## src/sv/bmp24_pkg.sv

```systemverilog
// ---------------------------------------------------------------------------
// BMP24 decoder package
// Shared types, header offsets and limits for the 24-bit BMP stream decoder.
// ---------------------------------------------------------------------------
package bmp24_pkg;

  localparam int MAX_DIM = 4096;
  localparam int DIM_W   = $clog2(MAX_DIM + 1);   // holds 1..MAX_DIM
  localparam int CNT_W   = $clog2(MAX_DIM);       // holds 0..MAX_DIM-1
  localparam int POS_W   = 12;

  localparam logic [31:0] MAX_DIM_W32 = 32'(MAX_DIM);

  // header byte offsets
  localparam logic [5:0] HDR_SIG    = 6'd0;
  localparam logic [5:0] HDR_WIDTH  = 6'd18;
  localparam logic [5:0] HDR_HEIGHT = 6'd22;
  localparam logic [5:0] HDR_DEPTH  = 6'd28;
  localparam logic [5:0] HDR_LAST   = 6'd53;

  localparam logic [15:0] SIG_BM   = 16'h4D42;
  localparam logic [15:0] BPP_24   = 16'd24;

  localparam int FIFO_DEPTH = 4;
  localparam int FIFO_AW    = $clog2(FIFO_DEPTH);

  typedef enum logic {
    KIND_PIXEL,
    KIND_ERROR
  } kind_t;

  typedef enum logic [1:0] {
    ERR_SIGNATURE,
    ERR_DEPTH,
    ERR_DIMS,
    ERR_TRUNCATED
  } err_code_t;

  typedef struct packed {
    kind_t            kind;
    logic [POS_W-1:0] pos_x;
    logic [POS_W-1:0] pos_y;
    logic [7:0]       red;
    logic [7:0]       green;
    logic [7:0]       blue;
    err_code_t        err;
    logic             last;
  } result_t;

  // head of the result queue as seen by the output stage
  typedef struct packed {
    logic    valid;
    result_t data;
  } q_head_t;

endpackage

```

## src/sv/bmp24_parser.sv

```systemverilog
// ---------------------------------------------------------------------------
// BMP24 parser
// Front end: takes file bytes, captures the header, checks it and turns
// blue/green/red byte triples into pixel results, skipping row padding.
// ---------------------------------------------------------------------------
module bmp24_parser
  import bmp24_pkg::*;
(
  input  logic       clk,
  input  logic       rst,
  input  logic       accept,
  input  logic [7:0] in_byte,
  input  logic       in_end,
  output logic       emit,
  output result_t    res
);

  typedef enum logic [1:0] {
    PH_HEADER,
    PH_PIXEL,
    PH_PAD,
    PH_IDLE
  } phase_t;

  phase_t           phase, phase_next;
  logic [5:0]       header_count, header_count_next;
  logic [15:0]      signature_word, signature_word_next;
  logic [15:0]      depth_word, depth_word_next;
  logic [31:0]      width_word, width_word_next;
  logic [31:0]      height_word, height_word_next;
  logic             top_down, top_down_next;
  logic [DIM_W-1:0] dim_w, dim_w_next;
  logic [DIM_W-1:0] dim_h, dim_h_next;
  logic [CNT_W-1:0] column_count, column_count_next;
  logic [CNT_W-1:0] row_count, row_count_next;
  logic [1:0]       comp_index, comp_index_next;
  logic [1:0]       pad_remaining, pad_remaining_next;
  logic [7:0]       blue_hold, blue_hold_next;
  logic [7:0]       green_hold, green_hold_next;

  logic [31:0]      abs_height;
  logic             dims_bad;
  logic             sig_sel, depth_sel;
  logic [1:0]       width_sel, height_sel;
  logic [DIM_W-1:0] col_plus, row_plus, y_up;
  logic             last;

  assign abs_height = height_word[31] ? (~height_word + 32'd1) : height_word;
  assign dims_bad   = width_word[31] || (width_word == '0) || (width_word > MAX_DIM_W32) ||
                      (abs_height == '0) || (abs_height > MAX_DIM_W32);

  assign sig_sel    = 1'(header_count - HDR_SIG);
  assign width_sel  = 2'(header_count - HDR_WIDTH);
  assign height_sel = 2'(header_count - HDR_HEIGHT);
  assign depth_sel  = 1'(header_count - HDR_DEPTH);

  assign col_plus = DIM_W'(column_count) + DIM_W'(1);
  assign row_plus = DIM_W'(row_count) + DIM_W'(1);
  assign y_up     = dim_h - DIM_W'(1) - DIM_W'(row_count);
  assign last     = (col_plus == dim_w) && (row_plus == dim_h);

  always_comb begin
    phase_next          = phase;
    header_count_next   = header_count;
    signature_word_next = signature_word;
    depth_word_next     = depth_word;
    width_word_next     = width_word;
    height_word_next    = height_word;
    top_down_next       = top_down;
    dim_w_next          = dim_w;
    dim_h_next          = dim_h;
    column_count_next   = column_count;
    row_count_next      = row_count;
    comp_index_next     = comp_index;
    pad_remaining_next  = pad_remaining;
    blue_hold_next      = blue_hold;
    green_hold_next     = green_hold;
    emit                = 1'b0;
    res                 = '0;

    if (accept) begin
      if (in_end) begin
        phase_next          = PH_HEADER;
        header_count_next   = '0;
        signature_word_next = '0;
        depth_word_next     = '0;
        width_word_next     = '0;
        height_word_next    = '0;
        top_down_next       = 1'b0;
        column_count_next   = '0;
        row_count_next      = '0;
        comp_index_next     = '0;
        pad_remaining_next  = '0;
        if (phase != PH_IDLE) begin
          emit     = 1'b1;
          res.kind = KIND_ERROR;
          res.err  = ERR_TRUNCATED;
        end
      end else begin
        case (phase)
          PH_HEADER: begin
            header_count_next = header_count + 6'd1;
            if (header_count inside {[HDR_SIG : HDR_SIG + 6'd1]}) begin
              signature_word_next[{sig_sel, 3'b000} +: 8] = in_byte;
            end else if (header_count inside {[HDR_WIDTH : HDR_WIDTH + 6'd3]}) begin
              width_word_next[{width_sel, 3'b000} +: 8] = in_byte;
            end else if (header_count inside {[HDR_HEIGHT : HDR_HEIGHT + 6'd3]}) begin
              height_word_next[{height_sel, 3'b000} +: 8] = in_byte;
            end else if (header_count inside {[HDR_DEPTH : HDR_DEPTH + 6'd1]}) begin
              depth_word_next[{depth_sel, 3'b000} +: 8] = in_byte;
            end
            // byte 53 carries nothing we keep, so checks use the stored words
            if (header_count == HDR_LAST) begin
              if (signature_word != SIG_BM) begin
                emit       = 1'b1;
                res.kind   = KIND_ERROR;
                res.err    = ERR_SIGNATURE;
                phase_next = PH_IDLE;
              end else if (depth_word != BPP_24) begin
                emit       = 1'b1;
                res.kind   = KIND_ERROR;
                res.err    = ERR_DEPTH;
                phase_next = PH_IDLE;
              end else if (dims_bad) begin
                emit       = 1'b1;
                res.kind   = KIND_ERROR;
                res.err    = ERR_DIMS;
                phase_next = PH_IDLE;
              end else begin
                phase_next         = PH_PIXEL;
                top_down_next      = height_word[31];
                dim_w_next         = width_word[DIM_W-1:0];
                dim_h_next         = abs_height[DIM_W-1:0];
                column_count_next  = '0;
                row_count_next     = '0;
                comp_index_next    = '0;
                pad_remaining_next = '0;
              end
            end
          end
          PH_PIXEL: begin
            case (comp_index)
              2'd0: begin
                blue_hold_next  = in_byte;
                comp_index_next = 2'd1;
              end
              2'd1: begin
                green_hold_next = in_byte;
                comp_index_next = 2'd2;
              end
              default: begin
                comp_index_next = 2'd0;
                emit            = 1'b1;
                res.kind        = KIND_PIXEL;
                res.pos_x       = POS_W'(column_count);
                res.pos_y       = top_down ? POS_W'(row_count) : POS_W'(y_up);
                res.red         = in_byte;
                res.green       = green_hold;
                res.blue        = blue_hold;
                res.last        = last;
                if (last) begin
                  phase_next = PH_IDLE;
                end else if (col_plus == dim_w) begin
                  column_count_next  = '0;
                  row_count_next     = CNT_W'(row_plus);
                  pad_remaining_next = dim_w[1:0];
                  if (dim_w[1:0] != 2'd0) begin
                    phase_next = PH_PAD;
                  end
                end else begin
                  column_count_next = CNT_W'(col_plus);
                end
              end
            endcase
          end
          PH_PAD: begin
            if (pad_remaining != 2'd0) begin
              pad_remaining_next = pad_remaining - 2'd1;
            end
            if (pad_remaining <= 2'd1) begin
              phase_next = PH_PIXEL;
            end
          end
          default: begin
          end
        endcase
      end
    end
  end

  always_ff @(posedge clk) begin
    if (rst) begin
      phase          <= PH_HEADER;
      header_count   <= '0;
      signature_word <= '0;
      depth_word     <= '0;
      width_word     <= '0;
      height_word    <= '0;
      top_down       <= 1'b0;
      column_count   <= '0;
      row_count      <= '0;
      comp_index     <= '0;
      pad_remaining  <= '0;
    end else begin
      phase          <= phase_next;
      header_count   <= header_count_next;
      signature_word <= signature_word_next;
      depth_word     <= depth_word_next;
      width_word     <= width_word_next;
      height_word    <= height_word_next;
      top_down       <= top_down_next;
      column_count   <= column_count_next;
      row_count      <= row_count_next;
      comp_index     <= comp_index_next;
      pad_remaining  <= pad_remaining_next;
    end
    dim_w      <= dim_w_next;
    dim_h      <= dim_h_next;
    blue_hold  <= blue_hold_next;
    green_hold <= green_hold_next;
  end

endmodule

```

## src/sv/bmp24_fifo.sv

```systemverilog
// ---------------------------------------------------------------------------
// BMP24 result queue
// Short first-word-fall-through queue between the parser and output stage.
// ---------------------------------------------------------------------------
module bmp24_fifo
  import bmp24_pkg::*;
(
  input  logic    clk,
  input  logic    rst,
  input  logic    push,
  input  result_t push_data,
  output logic    full,
  input  logic    pop,
  output q_head_t head
);

  result_t            mem [FIFO_DEPTH];
  logic [FIFO_AW-1:0] wr_ptr;
  logic [FIFO_AW-1:0] rd_ptr;
  logic [FIFO_AW:0]   count;
  logic               do_push;
  logic               do_pop;

  assign full       = (count == (FIFO_AW + 1)'(FIFO_DEPTH));
  assign head.valid = (count != '0);
  assign head.data  = mem[rd_ptr];
  assign do_push    = push && !full;
  assign do_pop     = pop && head.valid;

  always_ff @(posedge clk) begin
    if (do_push) begin
      mem[wr_ptr] <= push_data;
    end
  end

  always_ff @(posedge clk) begin
    if (rst) begin
      wr_ptr <= '0;
      rd_ptr <= '0;
      count  <= '0;
    end else begin
      if (do_push) begin
        wr_ptr <= wr_ptr + FIFO_AW'(1);
      end
      if (do_pop) begin
        rd_ptr <= rd_ptr + FIFO_AW'(1);
      end
      case ({do_push, do_pop})
        2'b10:   count <= count + (FIFO_AW + 1)'(1);
        2'b01:   count <= count - (FIFO_AW + 1)'(1);
        default: count <= count;
      endcase
    end
  end

endmodule

```

## src/sv/bmp24_out.sv

```systemverilog
// ---------------------------------------------------------------------------
// BMP24 output stage
// Back end: pulls results off the queue into the master-side register.
// ---------------------------------------------------------------------------
module bmp24_out
  import bmp24_pkg::*;
(
  input  logic        clk,
  input  logic        rst,
  input  q_head_t     head,
  output logic        pop,
  output logic        m_axis_tvalid,
  input  logic        m_axis_tready,
  output logic [55:0] m_axis_tdata,
  output logic        m_axis_tuser,
  output logic        m_axis_tlast
);

  assign pop = head.valid && (!m_axis_tvalid || m_axis_tready);

  always_ff @(posedge clk) begin
    if (rst) begin
      m_axis_tvalid <= 1'b0;
    end else if (!m_axis_tvalid || m_axis_tready) begin
      m_axis_tvalid <= head.valid;
    end
    if (pop) begin
      m_axis_tdata <= {6'b0, head.data.err, head.data.blue, head.data.green,
                       head.data.red, head.data.pos_y, head.data.pos_x};
      m_axis_tuser <= head.data.kind;
      m_axis_tlast <= head.data.last;
    end
  end

endmodule

```

## src/sv/bmp24_stream_decoder.sv

```systemverilog
// ---------------------------------------------------------------------------
// 24-bit BMP stream decoder
// Parses a BMP file byte by byte and emits one word per pixel or error.
// ---------------------------------------------------------------------------
//  channel  dir  tdata                                        tuser  tlast
//  s_axis   in   [7:0] file byte                              -      end of file
//  m_axis   out  [11:0] x, [23:12] y, [31:24] red,            kind   last pixel
//                [39:32] green, [47:40] blue, [49:48] error
//
//  One byte is taken every cycle while the result queue is not full; a result
//  is written into the result queue and then into the m_axis output register.
//  s_axis_tready falls only when the four-word result queue is full, i.e.
//  after m_axis has been stalled for several results.
//  Synchronous reset clears the parser and queue.
// ---------------------------------------------------------------------------
module bmp24_stream_decoder
  import bmp24_pkg::*;
(
  input  logic        clk,
  input  logic        rst,
  input  logic        s_axis_tvalid,
  output logic        s_axis_tready,
  input  logic [7:0]  s_axis_tdata,   // [7:0] data_byte
  input  logic        s_axis_tlast,
  output logic        m_axis_tvalid,
  input  logic        m_axis_tready,
  output logic [55:0] m_axis_tdata,   // pos_x, pos_y, red, green, blue, error_code
  output logic        m_axis_tuser,   // result_kind
  output logic        m_axis_tlast
);

  logic    accept;
  logic    emit;
  result_t res;
  logic    full;
  logic    pop;
  q_head_t head;

  assign s_axis_tready = !full;
  assign accept        = s_axis_tvalid && s_axis_tready;

  bmp24_parser u_parser (
    .clk     (clk),
    .rst     (rst),
    .accept  (accept),
    .in_byte (s_axis_tdata),
    .in_end  (s_axis_tlast),
    .emit    (emit),
    .res     (res)
  );

  bmp24_fifo u_fifo (
    .clk       (clk),
    .rst       (rst),
    .push      (emit),
    .push_data (res),
    .full      (full),
    .pop       (pop),
    .head      (head)
  );

  bmp24_out u_out (
    .clk           (clk),
    .rst           (rst),
    .head          (head),
    .pop           (pop),
    .m_axis_tvalid (m_axis_tvalid),
    .m_axis_tready (m_axis_tready),
    .m_axis_tdata  (m_axis_tdata),
    .m_axis_tuser  (m_axis_tuser),
    .m_axis_tlast  (m_axis_tlast)
  );

endmodule

```

## config.mk

```make
export PLATFORM = sky130hd
export DESIGN_NAME = bmp24_stream_decoder
export DESIGN_NICKNAME = d
export VERILOG_FILES = /design/src/sv/bmp24_pkg.sv /design/src/sv/bmp24_parser.sv /design/src/sv/bmp24_fifo.sv /design/src/sv/bmp24_out.sv /design/src/sv/bmp24_stream_decoder.sv
export SDC_FILE = /design/constraint.sdc
export NUM_CORES = 1
export LEC_CHECK = 0
export ABC_AREA = 0
export BUFFER_PORTS_ARGS = -buffer_cell sky130_fd_sc_hd__buf_2
export CORE_MARGIN = 3
export CORE_UTILIZATION = 42
export DETAILED_ROUTE_END_ITERATION = 8
export PLACE_DENSITY = 0.54
export SYNTH_ARGS = -nofsm -noshare
export SYNTH_HDL_FRONTEND = slang
export SYNTH_SLANG_ARGS = --single-unit
```

## constraint.sdc

```tcl
create_clock -name clk -period 6.9 [get_ports clk]
set_input_delay 0.69 -clock clk [delete_from_list [all_inputs] [get_ports clk]]
set_output_delay 0.69 -clock clk [all_outputs]
set_load 0.05 [all_outputs]
```

==> impl_metrics.json, run 1 <==
{
  "path_class": "flop to flop",
  "cpPeakStageDelay_ns": 0.67,
  "maxCapViolations": 0,
  "h-tree-depth": 2,
  "pin_count": 73,
  "yosysSeqAreaShare_pct": 60.0,
  "finalWorstSetupSlack_ns": 1.84,
  "core_sq_um": 46000,
  "grt_pass1_wl_mm": 72.9,
  "die_y_um": 223,
  "min_period_ns": 5.06,
  "grt_overflow": 0,
  "hpwl_mm": 29.8,
  "dpl.cell_count": 2170,
  "cp_common_cell": "inv_1",
  "place_area_sq_um": 20700,
  "drt_iter0_markers": 931,
  "cts_root_buf": "clkbuf_16",
  "grt_pass1_vias": 12641,
  "postCtsSetupBuffers": 0,
  "synth_edf_count": 302,
  "hold_class": "input port to flop",
  "cts_made_buffers": 48,
  "grt_max_degree": 75,
  "cts.path.max_buffers": 3,
  "vdd_drop_max_mv": 0.271,
  "synthArstFlopShare_pct": 0,
  "yosys.area.top_type": "edfxtp_1",
  "pre_cts_slack_ns": 1.89,
  "holdBufCountCts": 0,
  "layout_commonest_cell": "edfxtp_1",
  "tightest_slew_ns": 1.25,
  "netlist_area_sq_um": 19800,
  "cts_resized": 0,
  "die-area_sq_um": 49900,
  "max_freq_mhz": 197,
  "start_kind": "flop",
  "postLayoutCoreUtil_pct": 48.4,
  "power_frac_clock_pct": 34.4,
  "required_ns": 7.39,
  "yosys-top-cells-area": "edfxtp_1, dfxtp_1, mux4_2",
  "area_delta_synth_final_pct": 12.2,
  "slew_viol_final": 0,
  "end_kind": "flop",
  "crit_slowest_cell": "or4b_1",
  "synth_warnings": 0,
  "wl_per_cell_um": 20.4,
  "switching_power_mw": 2.26,
  "period_share_pct": 73.4,
  "p_seq_share_pct": 44.8,
  "clk_pin_slew_worst_paths_ns": 0.06,
  "netlist.area_leader.share_pct": 45.7,
  "io_buffers": 66,
  "num_antenna_cells": 0,
  "leakagePower_nw": 7.68,
  "final_cells": 2259,
  "status": "finished clean",
  "synthFlopType": "edfxtp_1",
  "clock_sinks": 443,
  "p_comb_share_pct": 20.8,
  "syn_area_per_cell_sq_um": 12.6,
  "postSynthCellCount": 1579,
  "num_rows": 78,
  "stdcell_area_sq_um": 22300,
  "worstPathMaxFanout": 9,
  "clock_latency_ns": 0.59,
  "power_density_nw_per_um2": 329,
  "p_int_mw": 5.06,
  "drt_pass1_iterations": 5,
  "final_cell_mix": "edfxtp_1, nor2_1, dfxtp_1",
  "rsz0062_at_grt": "no",
  "place.gp.congestion": 0.857,
  "crit_chain": "inv_1 -> ha_1 -> or4b_1 -> nor4_4 -> a211oi_1 -> a311o_1 -> nor4_1 -> o2111a_1 -> nand4_1 -> a21o_1 -> a21o_1 -> inv_1 -> ha_1 -> inv_1 -> fa_1 -> xor2_1 -> or3_1 -> a21oi_1",
  "layout-drive-gt1-share_pct": 13.9,
  "relSlewSlack_pct": 15.6,
  "drt-total-wl_mm": 46.0,
  "setup_tns_ns": 0,
  "start_util_pct": 43.1,
  "ant_nets": 0,
  "track_usage_pct": 18.4,
  "post-route-drc-count": 0,
  "vias": 12594,
  "setup_violations": 0,
  "switching_share_pct": 30.8,
  "routed_via_density": 5.58,
  "timing.final.hold_violations": 0,
  "skew_ns": 0.0280,
  "die_w_um": 223,
  "final_nets": 1666,
  "yosys.cell_types.count": 80,
  "synth_seq_cells": 443,
  "critPathArrivalTime_ns": 5.55,
  "antenna_found_initial": 1,
  "cts_tree": "yes"
}
-- cell families after synthesis --
family	after synthesis	synth area share, %
fa+ha+maj	33	2.16
mux	128	9.75
buf+inv	136	2.84
other cells	1	0.0189
simple gates	544	14.3
xor+xnor	60	2.65
flops	443	60.0
compound gates	234	8.35
-- stage by stage --
| step | hold slack, ns | power (mW) |
|---|---|---|
| floorplan | 0.430 | 4.52 |
| global placement | 0.451 | 4.88 |
| detailed placement | 0.452 | 4.90 |
| CTS | 0.405 | 7.42 |
| global route | 0.449 | 7.62 |
| finish | 0.428 | 7.32 |
-- sequential cells by signal, summed over array words and instances (netlist names), 3 cells and up --
register and flops:
u_fifo.count 3, u_parser.depth_word 16, u_parser.blue_hold 8, u_parser.row_count 12, u_fifo.mem 208, u_parser.dim_w 13
u_parser.dim_h 13, u_parser.height_word 32, u_parser.header_count 6, u_parser.column_count 12, u_parser.green_hold 8, u_parser.width_word 32
u_parser.signature_word 16, u_out.m_axis_tdata 50
-- cells in the mapped netlist, types with 4 or more instances --
| cell | count |
|---|---|
| mux4_2 | 52 |
| and2_1 | 77 |
| inv_1 | 43 |
| nand3b_1 | 6 |
| nor4b_1 | 6 |
| buf_1 | 8 |
| o211ai_1 | 13 |
| nand2b_1 | 9 |
| xnor2_1 | 38 |
| o21ai_1 | 7 |
| o21ai_0 | 37 |
| xor2_1 | 22 |
| o41ai_1 | 9 |
| a22oi_1 | 33 |
| or2_2 | 4 |
| clkbuf_1 | 70 |
| buf_2 | 5 |
| or3_1 | 15 |
| and4_1 | 5 |
| a21oi_1 | 50 |
| nand3_1 | 31 |
| mux2i_1 | 75 |
| nand2_1 | 54 |
| o31ai_1 | 7 |
| a311o_1 | 7 |
| a211oi_1 | 4 |
| o21a_1 | 8 |
| a221oi_1 | 5 |
| buf_4 | 6 |
| nor4_1 | 39 |
| a31oi_1 | 5 |
| ha_1 | 31 |
| or4_1 | 6 |
| a21o_1 | 7 |
| dfxtp_1 | 141 |
| o2111ai_1 | 4 |
| and3_1 | 19 |
| nand4_1 | 22 |
| nor2b_1 | 7 |
| a32o_1 | 5 |
| nor3_1 | 34 |
| nor2_1 | 190 |
| edfxtp_1 | 302 |
-- power groups by stage --
stage	clock (mW)	combinational (mW)	sequential, mW
4_1_cts	2.58	1.56	3.29
3_5_place_dp	0	1.55	3.34
5_1_grt	2.69	1.63	3.31
2_1_floorplan	0	0.636	3.88
6_report	2.52	1.52	3.28
3_3_place_gp	0	1.55	3.33
-- per-layer routing --
metal / vias up / GRT usage [%] / share of wire (%)
met5: - / 0 / 0.024
li1: 6029 / - / -
met2: 236 / 30.3 / 48
met1: 6261 / 25.0 / 46
met3: 66 / 2.82 / 3.8
met4: 2 / 6.19 / 2.5
-- final timing paths --
check | startpoint | to | slack, ns | cells after the start
max | u_parser.height_word[0] | u_fifo.count[2] | 1.84 | 18
min | m_axis_tready | u_out.m_axis_tvalid | 0.43 | 4
max reg2reg | u_parser.height_word[0] | u_fifo.count[2] | 1.84 | 18
min reg2reg | u_parser.width_word[6] | u_parser.dim_w[6] | 0.46 | 0
-- worst max-delay path, delay by kind of cell, from the launching register on --
family	cells	cell delay, ns
buffers and inverters	3	0.21
adders and majority gates	3	0.73
xor gates and xnor gates	1	0.16
DFF	1	0.34
AOI/OAI and AO/OA	6	1.53
and+or+nand+nor	5	2.01
-- cell type report --
type,instances,area (sq um)
Fill cell,4058,23700
Clock inverter,19,171
Multi-Input combinational cell,1005,7440
Inverter,43,161
Clock buffer,70,1400
Tap cell,600,751
Timing Repair Buffer,79,430
Sequential cell,443,11900
Power figures use the tool's default switching activity.
==> run 2, diff against run 1 <==
--- a/config.mk
+++ b/config.mk
@@ -10,7 +10,7 @@
 export CORE_MARGIN = 3
 export CORE_UTILIZATION = 42
 export DETAILED_ROUTE_END_ITERATION = 8
-export PLACE_DENSITY = 0.54
+export PLACE_DENSITY = 0.56
 export SYNTH_ARGS = -nofsm -noshare
 export SYNTH_HDL_FRONTEND = slang
 export SYNTH_SLANG_ARGS = --single-unit
==> constraint.sdc (replaced) <==
create_clock -name clk -period 4.56 [get_ports clk]
set_input_delay 0.456 -clock clk [delete_from_list [all_inputs] [get_ports clk]]
set_output_delay 0.456 -clock clk [all_outputs]
set_load 0.05 [all_outputs]
==> run 2 against run 1 <==
Final area is 2.6% higher. Highest routed layer unchanged. Sequential cell count unchanged. Critical path depth up 1. Worst setup slack worse by 1.6 ns. Total power is 51% higher. Non-clock buffer count rose by 68. Largest power group unchanged. Via count increased by 3.0%.
==> impl_metrics.json, run 2 (synthesized netlist as in run 1, its figures left out) <==
{
  "slew_viol_final": 0,
  "final_cell_mix": "edfxtp_1, nor2_1, dfxtp_1",
  "vdd_drop_max_mv": 0.554,
  "clock_latency_ns": 0.61,
  "vias": 12975,
  "critPathArrivalTime_ns": 4.81,
  "grt_pass1_wl_mm": 74.8,
  "required_ns": 5.08,
  "dpl.cell_count": 2236,
  "grt_overflow": 0,
  "die_w_um": 223,
  "ant_nets": 0,
  "cts_made_buffers": 48,
  "rr_worst_depth": 19,
  "grt_max_degree": 89,
  "track_usage_pct": 18.9,
  "relSlewSlack_pct": 24.1,
  "regToRegStartpoint": "u_parser.height_word[1]",
  "path_class": "flop to flop",
  "drt_pass1_iterations": 5,
  "pin_count": 73,
  "clock_sinks": 443,
  "worstPathMaxFanout": 7,
  "cts.path.max_buffers": 3,
  "end_kind": "flop",
  "startpoint": "u_parser.height_word[1]",
  "max_freq_mhz": 233,
  "maxCapViolations": 0,
  "p_int_mw": 7.54,
  "holdBufCountCts": 0,
  "final_cells": 2325,
  "top_register": "u_fifo.mem",
  "cts_root_buf": "clkbuf_16",
  "setup_violations": 0,
  "die_y_um": 223,
  "die-area_sq_um": 49900,
  "wl_per_cell_um": 20.4,
  "timing.final.hold_violations": 0,
  "drt-total-wl_mm": 47.3,
  "min_period_ns": 4.29,
  "hold_class": "input port to flop",
  "postLayoutCoreUtil_pct": 49.7,
  "leakagePower_nw": 8.00,
  "tightest_slew_ns": 1.13,
  "hold_path_depth": 4,
  "num_rows": 78,
  "final_nets": 1734,
  "worstHoldStart": "m_axis_tready",
  "layout-drive-gt1-share_pct": 17.6,
  "top_regs": "u_fifo.mem x208, u_out.m_axis_tdata x50",
  "drt_iter0_markers": 823,
  "power_density_nw_per_um2": 482,
  "rsz0062_at_grt": "no",
  "power_mw": 11.0,
  "switching_power_mw": 3.48,
  "switching_share_pct": 31.5,
  "antenna_found_initial": 2,
  "layout_commonest_cell": "edfxtp_1",
  "core_sq_um": 46000,
  "start_kind": "flop",
  "cts_tree": "yes",
  "hpwl_mm": 31.6,
  "clk_pin_slew_worst_paths_ns": 0.06,
  "skew_ns": 0.0441,
  "place.gp.congestion": 0.843,
  "status": "finished clean",
  "period_share_pct": 94.1,
  "largest_reg_flops": 208,
  "routed_via_density": 5.58,
  "io_buffers": 66,
  "power_frac_clock_pct": 33.4,
  "p_seq_share_pct": 45.5,
  "p_comb_share_pct": 21.1,
  "area_delta_synth_final_pct": 15.2,
  "setup_tns_ns": 0,
  "h-tree-depth": 2,
  "post-route-drc-count": 0,
  "grt_pass1_vias": 12898,
  "start_util_pct": 43.1
}
run 2: cell types whose count changed in the layout (fill, tap and decap cells not counted), moves of 2 or more:
cell	delta
ha_2	+2
buf_4	+62
nor4_1	-2
clkinv_16	+3
nor4_2	+2
ha_1	-2
clkbuf_8	-7
buf_12	+5
clkinv_2	+2
run 2: worst paths after layout:
check	endpoint	slack (ns)
min reg2reg	u_parser.dim_w[2]	0.46
min	u_out.m_axis_tvalid	0.17
max reg2reg	u_fifo.count[2]	0.27
max	u_fifo.count[2]	0.27
run 2: through the flow:
stage	area (sq um)	worst slack, ns	hold WS, ns
6_report	22800	0.269	0.169
5_1_grt	22800	0.0160	0.167
4_1_cts	22800	0.0267	0.147
3_5_place_dp	21200	0.0291	0.447
3_3_place_gp	21200	0.0581	0.442
2_1_floorplan	19900	0.0788	0.430
run 2: worst max-delay path, stage by stage (launching register included):
cell and delay, ns:
dfxtp_1 0.32, inv_2 0.06, ha_2 0.19, or4b_4 0.51, buf_8 0.16, o41ai_4 0.21, xnor2_1 0.14, or4_4 0.51
o21ai_2 0.14, nor3b_4 0.20, nand4_1 0.19, a21o_1 0.23, a21o_1 0.19, inv_1 0.06, ha_2 0.17, inv_1 0.05
fa_2 0.33, xor2_1 0.15, or3_1 0.30, a21oi_1 0.12
run 2: repair_timing:
action / in CTS / in global routing
pin swaps: 0 / 7
setup buffers: 0 / 2
cloned: 0 / 0
resized for setup: 1 / 15
setup endpoints to repair: 1 / 2
run 2: layout make-up:
| cell class | instances | area, sq um |
|---|---|---|
| inverter | 43 | 161 |
| fill | 4057 | 23100 |
| multi-input combinational | 1005 | 7500 |
| tap | 600 | 751 |
| clock buffer | 64 | 1310 |
| antenna | 1 | 2.50 |
| sequential | 443 | 11900 |
| timing repair buffer | 147 | 1010 |
| clock inverter | 22 | 208 |
run 2: power by group through the flow:
stage	clock, mW	combinational, mW	sequential, mW
floorplan	0	0.965	5.86
global placement	0	2.35	5.11
detailed placement	0	2.35	5.12
CTS	3.78	2.36	5.03
global route	3.96	2.47	5.07
finish	3.68	2.33	5.02
run 2: metal layers:
metal	routed length [um]	global-route usage (%)	share of wire, %
met1	21600	25.9	46
met2	22800	31.6	48
met3	1720	2.82	3.6
met5	7	0	0.015
met4	1130	5.23	2.4
==> run 3, diff against run 2 <==
--- a/config.mk
+++ b/config.mk
@@ -13,4 +13,5 @@
 export PLACE_DENSITY = 0.56
 export SYNTH_ARGS = -nofsm -noshare
 export SYNTH_HDL_FRONTEND = slang
+export SYNTH_HIERARCHICAL = 1
 export SYNTH_SLANG_ARGS = --single-unit
==> run 3 against run 2 <==
Worst hold slack worse by 0.012 ns. Maximum frequency down 4.8%. First-iteration DRC count down 1.6%. Die area up 0.39%. Largest cell class unchanged. Global-route usage down 0.31 points. Sequential power down 7.4%. Critical path type unchanged. Critical path depth up 1. Cell count up 1.2%. Synthesized cell count up 0.51%. Core utilization down 0.46 points.
==> impl_metrics.json, run 3 <==
{
  "synthFlopType": "edfxtp_1",
  "synthArstFlopShare_pct": 0,
  "synth_warnings": 6,
  "period_share_pct": 98.9,
  "worstPathMaxFanout": 3,
  "vdd_drop_max_mv": 0.242,
  "antenna_found_initial": 4,
  "routed_via_density": 5.49,
  "io_buffers": 66,
  "grt_max_degree": 77,
  "skew_ns": 0.0261,
  "r2r_slack_ns": 0.05,
  "pre_cts_slack_ns": -0.169,
  "cts.path.max_buffers": 3,
  "slew_viol_final": 0,
  "netlist.area_leader.share_pct": 45.5,
  "ys_top_cells_by_count": "edfxtp_1, nor2_1, dfxtp_1",
  "grt_pass1_wl_mm": 73.0,
  "post-route-drc-count": 0,
  "yosys.cell_types.count": 83,
  "synth_seq_cells": 445,
  "synth_most_common_cell": "edfxtp_1",
  "top_register": "u_fifo/mem",
  "clock_sinks": 445,
  "pin_count": 73,
  "final_nets": 1750,
  "power_density_nw_per_um2": 430,
  "largest_reg_flops": 208,
  "timing.final.hold_violations": 0,
  "wl_per_cell_um": 19.8,
  "place.gp.congestion": 0.900,
  "yosys-top-cells-area": "edfxtp_1, dfxtp_1, mux4_2",
  "track_usage_pct": 18.6,
  "hpwl_mm": 31.5,
  "layout-drive-gt1-share_pct": 17.8,
  "start_util_pct": 42.7,
  "die_y_um": 224,
  "required_ns": 5.07,
  "die-area_sq_um": 50100,
  "relSlewSlack_pct": 33.8,
  "path_class": "flop to flop",
  "clock_latency_ns": 0.59,
  "layout_commonest_cell": "edfxtp_1",
  "num_rows": 79,
  "syn_area_per_cell_sq_um": 12.5,
  "top_regs": "u_fifo/mem x208, u_out/m_axis_tdata x50",
  "critPathArrivalTime_ns": 5.02,
  "max_freq_mhz": 222,
  "final_cell_mix": "edfxtp_1, nor2_1, dfxtp_1",
  "maxCapViolations": 0,
  "grt_pass1_vias": 12681,
  "status": "finished clean",
  "leakagePower_nw": 8.34,
  "power_mw": 9.88,
  "yosysSeqAreaShare_pct": 59.9,
  "hold_class": "input port to flop",
  "min_period_ns": 4.51,
  "ant_nets": 0,
  "clk_pin_slew_worst_paths_ns": 0.06,
  "vias": 12918,
  "core_sq_um": 46700,
  "synth_edf_count": 302,
  "postLayoutCoreUtil_pct": 49.2,
  "finalWorstSetupSlack_ns": 0.0524,
  "holdBufCountCts": 0,
  "postSynthCellCount": 1587,
  "netlist_area_sq_um": 19900,
  "rsz0062_at_grt": "yes",
  "end_kind": "flop",
  "cts_made_buffers": 48,
  "setup_violations": 0,
  "die_w_um": 224,
  "cts_tree": "yes",
  "drt_pass1_iterations": 4,
  "area_delta_synth_final_pct": 15.3,
  "h-tree-depth": 2,
  "drt_iter0_markers": 810,
  "drt-total-wl_mm": 46.6,
  "cts_root_buf": "clkbuf_16",
  "start_kind": "flop",
  "tightest_slew_ns": 0.989,
  "yosys.area.top_type": "edfxtp_1",
  "grt_overflow": 0
}
## run 3: critical path, stage by stage (launching register included)
cell and delay, ns:
dfxtp_1 0.31, or4_4 0.57, buf_4 0.16, nor4_1 0.26, buf_4 0.16, nand3_1 0.13, mux2_2 0.27, a32oi_1 0.14
or3_4 0.45, nor4b_4 0.33, o21ai_1 0.10, and3_1 0.17, inv_1 0.08, nor2_1 0.06, inv_1 0.07, ha_1 0.16
inv_1 0.06, fa_2 0.34, xor2_1 0.15, or3_1 0.30, a21oi_1 0.17
## run 3: final cells by class
| class | count | area [sq um] |
|---|---|---|
| Antenna cell | 1 | 2.50 |
| Clock buffer | 65 | 1340 |
| Clock inverter | 25 | 304 |
| Fill cell | 4183 | 23700 |
| Inverter | 52 | 195 |
| Multi-Input combinational cell | 1004 | 7380 |
| Sequential cell | 445 | 11900 |
| Tap cell | 607 | 759 |
| Timing Repair Buffer | 154 | 1040 |
## run 3: worst paths after layout
path	startpoint	endpoint	cells past startpoint
min	m_axis_tready	u_out/m_axis_tvalid	3
max reg2reg	u_parser/height_word[16]	u_fifo/count[2]	20
min reg2reg	u_parser/width_word[9]	u_parser/dim_w[9]	0
max	u_parser/height_word[16]	u_fifo/count[2]	20
## run 3: kinds of logic after synthesis
family	count (synthesis)	share of synthesized area, %
AO/OA/AOI/OAI	220	7.47
XOR/XNOR	64	2.82
AND/OR/NAND/NOR	551	14.3
buffers and inverters	143	3.40
other	1	0.0188
adder cells (fa/ha/maj)	32	2.09
multiplexers	131	9.99
flip-flops	445	59.9
## run 3: per-layer routing
| layer | track usage, % | routed length (um) | part of all wire, % | up-vias |
|---|---|---|---|---|
| li1 | - | - | - | 6169 |
| met1 | 25.5 | 21000 | 45 | 6363 |
| met2 | 30.6 | 22200 | 48 | 301 |
| met3 | 2.37 | 1990 | 4.3 | 85 |
| met4 | 6.85 | 1360 | 2.9 | 0 |
| met5 | 0 | 0 | 0 | - |
## run 3: what timing repair did
| action | CTS | global route |
|---|---|---|
| gates resized for setup | 6 | 3 |
| setup endpoints to repair | 1 | 2 |
| pin swaps | 4 | 0 |
| setup buffers | 1 | 0 |
## run 3: power breakdown
| group | total (mW) | switching [mW] | internal, mW |
|---|---|---|---|
| logic | 1.27 | 0.918 | 0.350 |
| registers | 4.65 | 0.107 | 4.55 |
| clock network | 3.96 | 1.60 | 2.36 |
| total | 9.88 | 2.63 | 7.26 |
## run 3: through the flow
step / hold WS (ns) / setup TNS [ns] / instance area [sq um] / cells
after global routing: 0.165 / -0.172 / 23000 / 2353
after global placement: 0.451 / -0.138 / 21300 / 2261
after floorplan: 0.430 / 0 / 19900 / 1592
after detailed placement: 0.447 / -0.169 / 21300 / 2261
final: 0.157 / 0 / 23000 / 2353
after CTS: 0.127 / 0 / 22900 / 2352
